`src/rtl/lr_pkg.sv`:
```
// Shared constants for the line rasteriser: coordinate width default and request codes.
package lr_pkg;

    localparam int COORD_BITS_DEF = 12;

    // Request kinds carried on the slave-side tuser
    localparam logic REQ_LOAD = 1'b0;
    localparam logic REQ_STEP = 1'b1;

endpackage : lr_pkg

```
`src/rtl/line_rasterizer_top.sv`:
```
// Top level of the Bresenham line rasteriser: input register, set-up, step core, result register.
//
// The block takes one word per clock while s_tready is high and returns one word per accepted
// word. A load word (tuser = 0) sets up a line from two endpoints and answers with line_empty;
// each step word (tuser = 1) answers with the next pixel of the line, last_pixel marking the
// final one, or an all-zero word when no line is running. The end point itself is never emitted.
// A word passes through the input register and the result register, so its result is registered
// on the master side; one add and compare on the decision term per cycle sets the rate of one
// pixel per clock while m_tready stays high. s_tready falls only while both registers are full
// and m_tready is low.
module line_rasterizer_top import lr_pkg::*;
#(
    parameter int COORD_BITS = COORD_BITS_DEF,
    localparam int IN_W      = ((4 * COORD_BITS + 7) / 8) * 8,
    localparam int OUT_W     = ((2 * COORD_BITS + 7) / 8) * 8,
    localparam int DEC_BITS  = COORD_BITS + 4
)
(
    input  logic             clk,
    input  logic             rst_n,
    input  logic             s_tvalid,
    output logic             s_tready,
    input  logic [IN_W-1:0]  s_tdata,   // x_start, y_start, x_end, y_end, zero pad
    input  logic             s_tuser,   // req_type
    output logic             m_tvalid,
    input  logic             m_tready,
    output logic [OUT_W-1:0] m_tdata,   // pixel_x, pixel_y, zero pad
    output logic [1:0]       m_tuser,   // pixel_valid, line_empty
    output logic             m_tlast    // last_pixel
);

    logic                         in_valid_reg;
    logic                         in_type_reg;
    logic signed [COORD_BITS-1:0] x_start_reg;
    logic signed [COORD_BITS-1:0] y_start_reg;
    logic signed [COORD_BITS-1:0] x_end_reg;
    logic signed [COORD_BITS-1:0] y_end_reg;
    logic                         out_valid_reg;
    logic                         out_valid_next;
    logic                         advance;
    logic                         accept;

    logic                         ld_y_major;
    logic signed [COORD_BITS-1:0] ld_major_start;
    logic signed [COORD_BITS-1:0] ld_major_stop;
    logic signed [COORD_BITS-1:0] ld_minor_start;
    logic                         ld_minor_dir_neg;
    logic        [COORD_BITS:0]   ld_delta_major;
    logic        [COORD_BITS:0]   ld_delta_minor;
    logic signed [DEC_BITS-1:0]   ld_decision;
    logic                         ld_busy;

    logic                         pixel_valid;
    logic signed [COORD_BITS-1:0] pixel_x;
    logic signed [COORD_BITS-1:0] pixel_y;
    logic                         last_pixel;
    logic                         line_empty;

    // move the held word into the result register when that register is free or draining
    assign advance  = in_valid_reg && (!out_valid_reg || m_tready);
    assign s_tready = !in_valid_reg || advance;
    assign accept   = s_tvalid && s_tready;

    always_ff @(posedge clk or negedge rst_n)
    begin
        if (!rst_n)
        begin
            in_valid_reg <= 1'b0;
        end
        else if (accept)
        begin
            in_valid_reg <= 1'b1;
        end
        else if (advance)
        begin
            in_valid_reg <= 1'b0;
        end
    end

    always_ff @(posedge clk)
    begin
        if (accept)
        begin
            in_type_reg <= s_tuser;
            x_start_reg <= s_tdata[COORD_BITS-1:0];
            y_start_reg <= s_tdata[2*COORD_BITS-1:COORD_BITS];
            x_end_reg   <= s_tdata[3*COORD_BITS-1:2*COORD_BITS];
            y_end_reg   <= s_tdata[4*COORD_BITS-1:3*COORD_BITS];
        end
    end

    always_comb
    begin
        out_valid_next = out_valid_reg;
        if (advance)
        begin
            out_valid_next = 1'b1;
        end
        else if (m_tready)
        begin
            out_valid_next = 1'b0;
        end
    end

    always_ff @(posedge clk or negedge rst_n)
    begin
        if (!rst_n)
        begin
            out_valid_reg <= 1'b0;
        end
        else
        begin
            out_valid_reg <= out_valid_next;
        end
    end

    lr_setup #(.COORD_BITS(COORD_BITS)) u_setup (
        .x_start       (x_start_reg),
        .y_start       (y_start_reg),
        .x_end         (x_end_reg),
        .y_end         (y_end_reg),
        .y_major       (ld_y_major),
        .major_start   (ld_major_start),
        .major_stop    (ld_major_stop),
        .minor_start   (ld_minor_start),
        .minor_dir_neg (ld_minor_dir_neg),
        .delta_major   (ld_delta_major),
        .delta_minor   (ld_delta_minor),
        .decision      (ld_decision),
        .line_busy     (ld_busy)
    );

    lr_core #(.COORD_BITS(COORD_BITS)) u_core (
        .clk              (clk),
        .rst_n            (rst_n),
        .advance          (advance),
        .req_type         (in_type_reg),
        .ld_y_major       (ld_y_major),
        .ld_major_start   (ld_major_start),
        .ld_major_stop    (ld_major_stop),
        .ld_minor_start   (ld_minor_start),
        .ld_minor_dir_neg (ld_minor_dir_neg),
        .ld_delta_major   (ld_delta_major),
        .ld_delta_minor   (ld_delta_minor),
        .ld_decision      (ld_decision),
        .ld_busy          (ld_busy),
        .pixel_valid      (pixel_valid),
        .pixel_x          (pixel_x),
        .pixel_y          (pixel_y),
        .last_pixel       (last_pixel),
        .line_empty       (line_empty)
    );

    always_comb
    begin
        m_tdata = '0;
        m_tdata[COORD_BITS-1:0]            = pixel_x;
        m_tdata[2*COORD_BITS-1:COORD_BITS] = pixel_y;
    end

    assign m_tvalid = out_valid_reg;
    assign m_tuser  = {line_empty, pixel_valid};
    assign m_tlast  = last_pixel;

endmodule : line_rasterizer_top

```
`src/rtl/lr_setup.sv`:
```
// Line set-up: picks the major axis, orders the endpoints and derives the initial Bresenham terms.
module lr_setup import lr_pkg::*;
#(
    parameter int COORD_BITS = COORD_BITS_DEF,
    localparam int DEC_BITS  = COORD_BITS + 4
)
(
    input  logic signed [COORD_BITS-1:0] x_start,
    input  logic signed [COORD_BITS-1:0] y_start,
    input  logic signed [COORD_BITS-1:0] x_end,
    input  logic signed [COORD_BITS-1:0] y_end,
    output logic                         y_major,
    output logic signed [COORD_BITS-1:0] major_start,
    output logic signed [COORD_BITS-1:0] major_stop,
    output logic signed [COORD_BITS-1:0] minor_start,
    output logic                         minor_dir_neg,
    output logic        [COORD_BITS:0]   delta_major,
    output logic        [COORD_BITS:0]   delta_minor,
    output logic signed [DEC_BITS-1:0]   decision,
    output logic                         line_busy
);

    logic signed [COORD_BITS:0]   dx;
    logic signed [COORD_BITS:0]   dy;
    logic        [COORD_BITS:0]   adx;
    logic        [COORD_BITS:0]   ady;
    logic                         rising;
    logic signed [COORD_BITS-1:0] minor_stop;
    logic signed [COORD_BITS:0]   dmin;
    logic signed [COORD_BITS:0]   dmaj;

    always_comb
    begin
        dx = {x_end[COORD_BITS-1], x_end} - {x_start[COORD_BITS-1], x_start};
        dy = {y_end[COORD_BITS-1], y_end} - {y_start[COORD_BITS-1], y_start};
        adx = dx[COORD_BITS] ? (COORD_BITS+1)'(-dx) : dx;
        ady = dy[COORD_BITS] ? (COORD_BITS+1)'(-dy) : dy;

        // ties and the zero-length line go to y
        y_major = !(ady < adx);
        rising  = y_major ? (dy > 0) : (dx > 0);

        if (y_major)
        begin
            major_start = rising ? y_start : y_end;
            major_stop  = rising ? y_end   : y_start;
            minor_start = rising ? x_start : x_end;
            minor_stop  = rising ? x_end   : x_start;
        end
        else
        begin
            major_start = rising ? x_start : x_end;
            major_stop  = rising ? x_end   : x_start;
            minor_start = rising ? y_start : y_end;
            minor_stop  = rising ? y_end   : y_start;
        end

        dmin = {minor_stop[COORD_BITS-1], minor_stop}
             - {minor_start[COORD_BITS-1], minor_start};
        dmaj = {major_stop[COORD_BITS-1], major_stop}
             - {major_start[COORD_BITS-1], major_start};

        minor_dir_neg = dmin[COORD_BITS];
        delta_minor   = minor_dir_neg ? (COORD_BITS+1)'(-dmin) : dmin;
        delta_major   = dmaj;

        // 2*dminor - dmajor
        decision  = $signed({2'b00, delta_minor, 1'b0}) - $signed({3'b000, delta_major});
        line_busy = major_start < major_stop;
    end

endmodule : lr_setup

```
`src/rtl/lr_core.sv`:
```
// Line state and per-item step: loads a line or emits one pixel into the result register.
module lr_core import lr_pkg::*;
#(
    parameter int COORD_BITS = COORD_BITS_DEF,
    localparam int DEC_BITS  = COORD_BITS + 4
)
(
    input  logic                         clk,
    input  logic                         rst_n,
    input  logic                         advance,
    input  logic                         req_type,
    input  logic                         ld_y_major,
    input  logic signed [COORD_BITS-1:0] ld_major_start,
    input  logic signed [COORD_BITS-1:0] ld_major_stop,
    input  logic signed [COORD_BITS-1:0] ld_minor_start,
    input  logic                         ld_minor_dir_neg,
    input  logic        [COORD_BITS:0]   ld_delta_major,
    input  logic        [COORD_BITS:0]   ld_delta_minor,
    input  logic signed [DEC_BITS-1:0]   ld_decision,
    input  logic                         ld_busy,
    output logic                         pixel_valid,
    output logic signed [COORD_BITS-1:0] pixel_x,
    output logic signed [COORD_BITS-1:0] pixel_y,
    output logic                         last_pixel,
    output logic                         line_empty
);

    logic                         busy_reg;
    logic                         y_major_reg;
    logic signed [COORD_BITS-1:0] major_pos_reg;
    logic signed [COORD_BITS-1:0] major_stop_reg;
    logic signed [COORD_BITS-1:0] minor_pos_reg;
    logic                         minor_dir_neg_reg;
    logic        [COORD_BITS:0]   delta_major_reg;
    logic        [COORD_BITS:0]   delta_minor_reg;
    logic signed [DEC_BITS-1:0]   decision_reg;

    logic                         pixel_valid_reg;
    logic signed [COORD_BITS-1:0] pixel_x_reg;
    logic signed [COORD_BITS-1:0] pixel_y_reg;
    logic                         last_pixel_reg;
    logic                         line_empty_reg;

    logic signed [COORD_BITS:0]   major_inc;
    logic                         is_last;
    logic signed [COORD_BITS-1:0] minor_next;
    logic signed [DEC_BITS-1:0]   dec_moved;
    logic signed [DEC_BITS-1:0]   decision_next;

    always_comb
    begin
        major_inc  = {major_pos_reg[COORD_BITS-1], major_pos_reg} + (COORD_BITS+1)'(1);
        is_last    = major_inc >= $signed({major_stop_reg[COORD_BITS-1], major_stop_reg});
        minor_next = minor_dir_neg_reg ? minor_pos_reg - COORD_BITS'(1)
                                       : minor_pos_reg + COORD_BITS'(1);
        // step the minor axis when the decision term is positive
        dec_moved  = (decision_reg > 0)
                   ? decision_reg - $signed({2'b00, delta_major_reg, 1'b0})
                   : decision_reg;
        decision_next = dec_moved + $signed({2'b00, delta_minor_reg, 1'b0});
    end

    always_ff @(posedge clk or negedge rst_n)
    begin
        if (!rst_n)
        begin
            busy_reg          <= 1'b0;
            y_major_reg       <= 1'b0;
            major_pos_reg     <= '0;
            major_stop_reg    <= '0;
            minor_pos_reg     <= '0;
            minor_dir_neg_reg <= 1'b0;
            delta_major_reg   <= '0;
            delta_minor_reg   <= '0;
            decision_reg      <= '0;
            pixel_valid_reg   <= 1'b0;
            pixel_x_reg       <= '0;
            pixel_y_reg       <= '0;
            last_pixel_reg    <= 1'b0;
            line_empty_reg    <= 1'b0;
        end
        else if (advance)
        begin
            if (req_type == REQ_LOAD)
            begin
                busy_reg          <= ld_busy;
                y_major_reg       <= ld_y_major;
                major_pos_reg     <= ld_major_start;
                major_stop_reg    <= ld_major_stop;
                minor_pos_reg     <= ld_minor_start;
                minor_dir_neg_reg <= ld_minor_dir_neg;
                delta_major_reg   <= ld_delta_major;
                delta_minor_reg   <= ld_delta_minor;
                decision_reg      <= ld_decision;
                pixel_valid_reg   <= 1'b0;
                pixel_x_reg       <= '0;
                pixel_y_reg       <= '0;
                last_pixel_reg    <= 1'b0;
                line_empty_reg    <= !ld_busy;
            end
            else if (busy_reg)
            begin
                pixel_valid_reg <= 1'b1;
                pixel_x_reg     <= y_major_reg ? minor_pos_reg : major_pos_reg;
                pixel_y_reg     <= y_major_reg ? major_pos_reg : minor_pos_reg;
                last_pixel_reg  <= is_last;
                line_empty_reg  <= 1'b0;
                if (decision_reg > 0)
                begin
                    minor_pos_reg <= minor_next;
                end
                decision_reg  <= decision_next;
                major_pos_reg <= major_inc[COORD_BITS-1:0];
                if (is_last)
                begin
                    busy_reg <= 1'b0;
                end
            end
            else
            begin
                pixel_valid_reg <= 1'b0;
                pixel_x_reg     <= '0;
                pixel_y_reg     <= '0;
                last_pixel_reg  <= 1'b0;
                line_empty_reg  <= 1'b0;
            end
        end
    end

    assign pixel_valid = pixel_valid_reg;
    assign pixel_x     = pixel_x_reg;
    assign pixel_y     = pixel_y_reg;
    assign last_pixel  = last_pixel_reg;
    assign line_empty  = line_empty_reg;

endmodule : lr_core

```
`config.mk`:
```
export PLATFORM = sky130hd
export DESIGN_NAME = line_rasterizer_top
export DESIGN_NICKNAME = d
export VERILOG_FILES = /design/src/rtl/lr_pkg.sv /design/src/rtl/line_rasterizer_top.sv /design/src/rtl/lr_setup.sv /design/src/rtl/lr_core.sv
export SDC_FILE = /design/constraint.sdc
export NUM_CORES = 1
export LEC_CHECK = 0
export ABC_CLOCK_PERIOD_IN_PS = 28300
export BUFFER_PORTS_ARGS = -buffer_cell sky130_fd_sc_hd__buf_2
export CAP_MARGIN = 5
export CORE_AREA = 2 2 177 179
export DETAILED_ROUTE_END_ITERATION = 8
export DIE_AREA = 0 0 179 181
export GPL_ROUTABILITY_DRIVEN = 0
export PLACE_DENSITY_LB_ADDON = 0.05
export SLEW_MARGIN = 20
export SYNTH_ARGS = -nofsm -noshare
export SYNTH_HDL_FRONTEND = slang
export SYNTH_SLANG_ARGS = --single-unit
```
`constraint.sdc`:
```
create_clock -name clk -period 28.3 [get_ports clk]
set_input_delay 0 -clock clk [delete_from_list [all_inputs] [get_ports clk]]
set_output_delay 0 -clock clk [all_outputs]
set_load 0.05 [all_outputs]
```
==> reports/qor.yml, run 1 <==
status:
  status: "completed"
sta:
  setup_viol: 0
  finalMaxSlewViolations: 0
  fmax_ghz: 0.0893
  layout_min_cycle_time_ps: 11200
  fin_ws_ps: 17100
  fin_skew_ps: 18.8
  rsz0062_at_grt: "no"
  hold_viol: 0
  tns_ps: 0
  relSlewSlack_pct: 25.5
  finalCritPeriodShare_pct: 39.6
  tightest_slew_ps: 1110
synth:
  ys_seq_area_share_pct: 30.0
  synth-seq-cells: 159
  synth_xor_area_share_pct: 6.41
  synth-main-ff-cell: "dfrtp_1"
  synthArstFlopShare_pct: 69.2
  synth_area_leaders: "dfrtp_1 (20%), ha_1 (11%), edfxtp_1 (10%), nand2_1 (6.0%), o21ai_0 (5.4%)"
  synth_area_per_cell_um2: 8.31
  synth_mux_area_share_pct: 4.16
  synth_top_family_by_area: "compound AO/OA/AOI/OAI gates"
  synthAdderAreaFrac_pct: 12.3
  synth_cell_type_count: 82
  synth_top_area_share_pct: 19.5
  synth-edff-count: 49
  syn_inst: 1695
  synth_warnings: 0
  synth_area_leader_cell: "dfrtp_1"
  synth-compound-area-share_pct: 23.3
  synth-simple-area-share_pct: 18.9
  synth_area_um2: 14100
  synth_nets: 1882
worst_setup_path:
  crit_fanout: 73
  r2r_end: "u_core.decision_reg[13]$_DFFE_PN0P_"
  path_buf_inv: 4
  required_ps: 28680
  cpPeakStageDelay_ps: 850
  start_kind: "flop"
  setup.worst_path.class: "reg -> reg"
  reg2reg_depth: 40
  endpoint: "u_core.decision_reg[13]$_DFFE_PN0P_"
  endpoint_kind: "flop"
  crit_start: "x_end_reg[0]$_DFFE_PP_"
  rrSetupSlack_ps: 17100
  r2r_start: "x_end_reg[0]$_DFFE_PP_"
  crit_path_top_delay_cell: "nor2_1"
  arrival_ps: 11580
  critical-path-top-delay-family: "compound AO/OA/AOI/OAI gates"
  crit_cells: 40
route:
  wl_um: 42600
  drc: 0
  wl_per_cell_um: 19.5
  drt_iter0_drc: 1138
  vias: 12800
  dr.pass1.iters: 7
  viasPerCell: 5.86
  antenna_left: 0
floorplan:
  std_cell_rows: 64
  core_um2: 30300
  die_h_um: 181
  fp.dieW_um: 179
  die-area_um2: 32400
  initial_core_util_pct: 46.4
  io_pins: 82
global_route:
  grt_first_pass_wirelength_um: 67200
  antenna_found_initial: 0
  grt_pass1_vias: 12000
  grt_max_degree: 74
  grtUsageTotal_pct: 26.9
  gr-total-overflow: 0
clock_tree:
  numCtsBuffers: 17
  cts_root_buf: "clkbuf_16"
  insertion_delay_ps: 460
  htree_levels: 4
  postCtsResizedCells: 0
  clkSlewWorstSetupHoldPaths_ps: 70
  cts_buffer_depth: 2
  tritoncts: "done"
  clock_sinks: 159
layout:
  final_util_pct: 52.4
  largest_reg_flops: 16
  drive_gt1_share_pct: 9.44
  area_delta_synth_final_pct: 12.9
  antenna_cells: 0
  layout.nets: 1964
run:
  maxCapViolations: 0
placed_design:
  dp_hpwl_um: 31800
  pre_cts_ws_ps: 17340
  portBuffers: 81
hold_path:
  min_path_type: "in -> async"
-- layer usage --
layer | part of all wire (%) | global-route usage (%)
met1 | 48 | 38.2
met2 | 45 | 41.8
met3 | 4.4 | 3.70
met4 | 2.7 | 9.50
met5 | 0 | 0
-- cell type report --
type                            instances  area [um^2]
Tap cell                              396          495
Sequential cell                       159         4220
Clock buffer                           19          453
Timing Repair Buffer                  147         1040
Multi-Input combinational cell       1360         9200
Inverter                               92          345
Fill cell                            2921        14400
Clock inverter                         13          150
-- kinds of logic after synthesis --
| group | Yosys count |
|---|---|
| AOI/OAI and AO/OA | 503 |
| adders and majority gates | 134 |
| and+or+nand+nor | 566 |
| muxes | 57 |
| xor gates and xnor gates | 100 |
| DFF | 159 |
| buffers and inverters | 176 |
-- Yosys cell counts (24+ instances only) --
cell,instances
dfrtp_1,110
inv_1,92
clkbuf_1,63
a21oi_1,97
nor3_1,55
nor2_1,83
nand2_1,225
o21ai_0,153
a21o_1,35
edfxtp_1,49
nand3_1,75
and3_1,25
xor2_1,37
ha_1,126
a211oi_1,25
nor2b_1,24
xnor2_1,61
mux2i_1,45
-- metrics by stage --
step                instance area (um^2)  instances  hold slack, ps
floorplan                          14100       1695            -296
global placement                   14800       2101             136
detailed placement                 14800       2101             142
CTS                                15900       2186             180
global route                       15900       2186             242
finish                             15900       2186             167
-- cell usage in the layout, fill, tap and decap left out, types with 37 or more instances in the layout --
| cell | count |
|---|---|
| nand2_1 | 225 |
| o21ai_0 | 153 |
| ha_1 | 126 |
| dfrtp_1 | 110 |
| a21oi_1 | 97 |
| inv_1 | 92 |
| nor2_1 | 82 |
| buf_2 | 80 |
| nand3_1 | 75 |
| xnor2_1 | 61 |
| nor3_1 | 55 |
| dlygate4sd3_1 | 53 |
| edfxtp_1 | 49 |
| mux2i_1 | 45 |
| xor2_1 | 37 |
-- worst min-delay path by stage --
stage	depth (start not counted)	to	from
global route	2	x_end_reg[5]$_DFFE_PP_	s_tdata[29]
CTS	2	u_core.pixel_x[8]$_DFFE_PN0P_	rst_n
global placement	1	u_core.pixel_valid$_DFFE_PN0P_	rst_n
floorplan	0	in_valid_reg$_DFFE_PN0P_	rst_n
finish	2	u_core.pixel_x[8]$_DFFE_PN0P_	rst_n
detailed placement	1	u_core.pixel_valid$_DFFE_PN0P_	rst_n
-- worst register-to-register path, delay by kind of cell, from the launching register on --
family	cells	cell delay, ps
multiplexers	2	470
AND/OR/NAND/NOR	5	1630
adder cells (fa/ha/maj)	6	1900
XOR/XNOR	1	160
buffers and inverters	4	1090
AO/OA/AOI/OAI	22	5480
flip-flops	1	420
-- what timing repair did --
action | 4_1_cts | 5_1_grt
hold endpoints to repair | 112 | 0
buffers inserted | 0 | 0
hold buffers | 53 | 0
Power of run 1 is left out: the tool's default activity adds up to more than one toggle a clock period on the data nets, which glitch-free logic cannot reach.
==> inputs of run 2 (changes only) <==
Settings changed: ABC_AREA set to 1, ABC_CLOCK_PERIOD_IN_PS 28300 to 10060, CORE_AREA 2 2 177 179 to 2 2 176 178, DIE_AREA 0 0 179 181 to 0 0 178 180.
Clock period 28.3 ns to 10.06 ns, I/O delays scaled along.
==> reports/qor.yml, run 2 <==
status:
  status: "completed"  # unchanged
clock_tree:
  clkSlewWorstSetupHoldPaths_ps: 70  # about the same
  htree_levels: 4  # unchanged
  insertion_delay_ps: 440  # was 460 ps
  tritoncts: "done"  # unchanged
  clock_sinks: 159  # unchanged
  cts_buffer_depth: 2  # unchanged
  cts_root_buf: "clkbuf_16"  # unchanged
  numCtsBuffers: 17  # unchanged
worst_setup_path:
  arrival_ps: 9290  # was 11,580 ps
  crit_fanout: 79  # was 73
  start_kind: "flop"  # unchanged
  crit_path_top_delay_cell: "fa_1"  # was nor2_1
  crit_top_cell: "nand2_1"
  setup.worst_path.class: "reg -> reg"  # unchanged
  cpPeakStageDelay_ps: 490  # was 850 ps
  required_ps: 10390  # was 28,680 ps
  endpoint_kind: "flop"  # unchanged
sta:
  tightest_slew_ps: 934  # was 1110 ps
  fin_skew_ps: 11.1  # was 18.8 ps
  tns_ps: 0  # unchanged
  layout_min_cycle_time_ps: 8960  # was 11,200 ps
  rsz0062_at_grt: "no"  # unchanged
  setup_viol: 0  # unchanged
  relSlewSlack_pct: 37.7  # was 25.5%
  hold_viol: 0  # unchanged
  holdWs_ps: 144  # was 167 ps
  finalMaxSlewViolations: 0  # unchanged
  finalCritPeriodShare_pct: 89.0  # was 39.6%
  fmax_ghz: 0.112  # was 0.0893 GHz
layout:
  largest_reg_flops: 16  # unchanged
  final_util_pct: 52.2  # was 52.4%
  mostFrequentLayoutCell: "nand2_1"  # unchanged
  seqCellArea_um2: 4220  # unchanged
  postLayoutCellArea_um2: 15800  # was 15,900 um^2
  fillerInstances: 2933  # was 2,921
  layout_common_cells: "nand2_1 (569), inv_1 (263), nand3_1 (173)"  # was nand2_1 (225), o21ai_0 (153), ha_1 (126)
  drive_gt1_share_pct: 8.16  # was 9.44%
  layout.nets: 2257  # was 1,964
  multi_input_area_um2: 8420  # was 9200 um^2
  area_delta_synth_final_pct: 13.4  # was 12.9%
  antenna_cells: 0  # unchanged
synth:
  synthArstFlopShare_pct: 69.2  # unchanged
  synth_warnings: 0  # unchanged
  synth_area_per_cell_um2: 7.09  # was 8.31 um^2
  synth_cell_type_count: 54  # was 82
  synth_area_um2: 13900  # was 14,100 um^2
  synth-seq-cells: 159  # unchanged
  synth-main-ff-cell: "dfrtp_1"  # unchanged
  synth_commonest_cells: "nand2_1 (570), inv_1 (266), nand3_1 (173), o21ai_0 (147), ha_1 (126)"  # was nand2_1 (225), o21ai_0 (153), ha_1 (126), dfrtp_1 (110), a21oi_1 (97)
  synth-edff-count: 49  # unchanged
  synth_area_leaders: "dfrtp_1 (20%), nand2_1 (15%), ha_1 (11%), edfxtp_1 (11%), inv_1 (7.2%)"  # was dfrtp_1 (20%), ha_1 (11%), edfxtp_1 (10%), nand2_1 (6.0%), o21ai_0 (5.4%)
  syn_inst: 1963  # was 1,695
  synth_most_common_cell: "nand2_1"  # unchanged
  synth_top_area_share_pct: 19.8  # was 19.5%
  ys_seq_area_share_pct: 30.4  # was 30.0%
  synth_area_leader_cell: "dfrtp_1"  # unchanged
  synth_nets: 2150  # was 1,882
global_route:
  gr-total-overflow: 0  # unchanged
  antenna_found_initial: 0  # unchanged
  grt_pass1_vias: 12400  # was 12,000
  grt_max_degree: 80  # was 74
  grtUsageTotal_pct: 25.3  # was 26.9%
  grt_first_pass_wirelength_um: 63700  # was 67,200 um
route:
  drt_iter0_drc: 917  # was 1,138
  antenna_left: 0  # unchanged
  dr.pass1.iters: 6  # was 7
  wl_per_cell_um: 15.9  # was 19.5 um
  drc: 0  # unchanged
  wl_um: 39500  # was 42,600 um
  viasPerCell: 5.18  # was 5.86
  vias: 12800  # about the same
floorplan:
  die_h_um: 180  # was 181 um
  std_cell_rows: 64  # unchanged
  die-area_um2: 32000  # was 32,400 um^2
  io_pins: 82  # unchanged
  fp.dieW_um: 178  # was 179 um
  initial_core_util_pct: 46.1  # was 46.4%
  core_um2: 30200  # was 30,300 um^2
run:
  maxCapViolations: 0  # unchanged
placed_design:
  place_area_um2: 14600  # was 14,800 um^2
  dp_hpwl_um: 30800  # was 31,800 um
  portBuffers: 81  # unchanged
hold_path:
  min_path_type: "in -> async"  # unchanged
-- run 2: changes by cell type after synthesis, sizes merged, moves of 25 or more --
| cell | before | now |
|---|---|---|
| xnor2 | 61 | 21 |
| clkbuf | 63 | 38 |
| a21o | 35 | 7 |
| nand3 | 75 | 176 |
| inv | 92 | 268 |
| mux2i | 45 | 10 |
| nor3 | 55 | 20 |
| nand2 | 226 | 573 |
-- run 2: per-layer routing --
| layer | vias to the layer above | track usage (%) | part of all wire [%] |
|---|---|---|---|
| met5 | - | 0 | 0 |
| met4 | 0 | 8.75 | 3.2 |
| met3 | 52 | 2.77 | 3.5 |
| met2 | 298 | 41.6 | 46 |
| met1 | 5832 | 34.5 | 47 |
| li1 | 6651 | - | - |
-- run 2: cells by family after synthesis --
logic type | Yosys count | share of synthesized area (%)
buf+inv | 330 | 9.27
fa+ha+maj | 134 | 12.5
compound gates | 341 | 13.9
flops | 159 | 30.4
simple gates | 908 | 27.9
mux | 10 | 0.720
xor+xnor | 81 | 5.32
-- run 2: final timing paths --
check                                                    start                              endpoint  slack (ps)  cells after the start
worst max-delay path                  x_start_reg[0]$_DFFE_PP_   u_core.decision_reg[15]$_DFFE_PN0P_        1100                     58
worst min-delay path                                     rst_n    u_core.decision_reg[2]$_DFFE_PN0P_         140                      2
worst max register to register        x_start_reg[0]$_DFFE_PP_   u_core.decision_reg[15]$_DFFE_PN0P_        1100                     58
worst min register to register  u_core.pixel_valid$_DFFE_PN0P_        u_core.pixel_valid$_DFFE_PN0P_         480                      2
max in group asynchronous                                rst_n  u_core.minor_pos_reg[10]$_DFFE_PN0P_        8640                      3
min in group clk                                    s_tdata[4]              x_start_reg[4]$_DFFE_PP_         260                      2
-- run 2: worst max-delay path: cells and delay by family, from the launching register on --
kind / cells / cell delay [ps]
muxes: 1 / 190
buffers and inverters: 7 / 630
DFF: 1 / 420
and+or+nand+nor: 34 / 3850
xor gates and xnor gates: 2 / 360
adders and majority gates: 6 / 1990
AOI/OAI and AO/OA: 8 / 1380
-- run 2: metrics by stage --
stage / setup WS [ps] / cells
6_report: 1100 / 2479
3_3_place_gp: 1170 / 2392
4_1_cts: 834 / 2478
3_5_place_dp: 834 / 2392
2_1_floorplan: 2250 / 1963
5_1_grt: 15.6 / 2479
-- run 2: what timing repair did --
item	4_1_cts	5_1_grt
endpoints found under the setup margin	0	5
hold buffers	54	0
gates resized for setup	0	3
endpoints found under the hold margin	103	0
buffers inserted	0	0
-- run 2: layout make-up --
type                            count  share of cell area [%]
Timing Repair inverter              1                  0.0317
Sequential cell                   159                    26.8
Multi-Input combinational cell   1474                    53.4
Timing Repair Buffer              146                    6.54
Clock inverter                     11                   0.603
Tap cell                          396                    3.14
Clock buffer                       21                    2.98
Inverter                          271                    6.48
Power of run 2 is left out for the same reason.
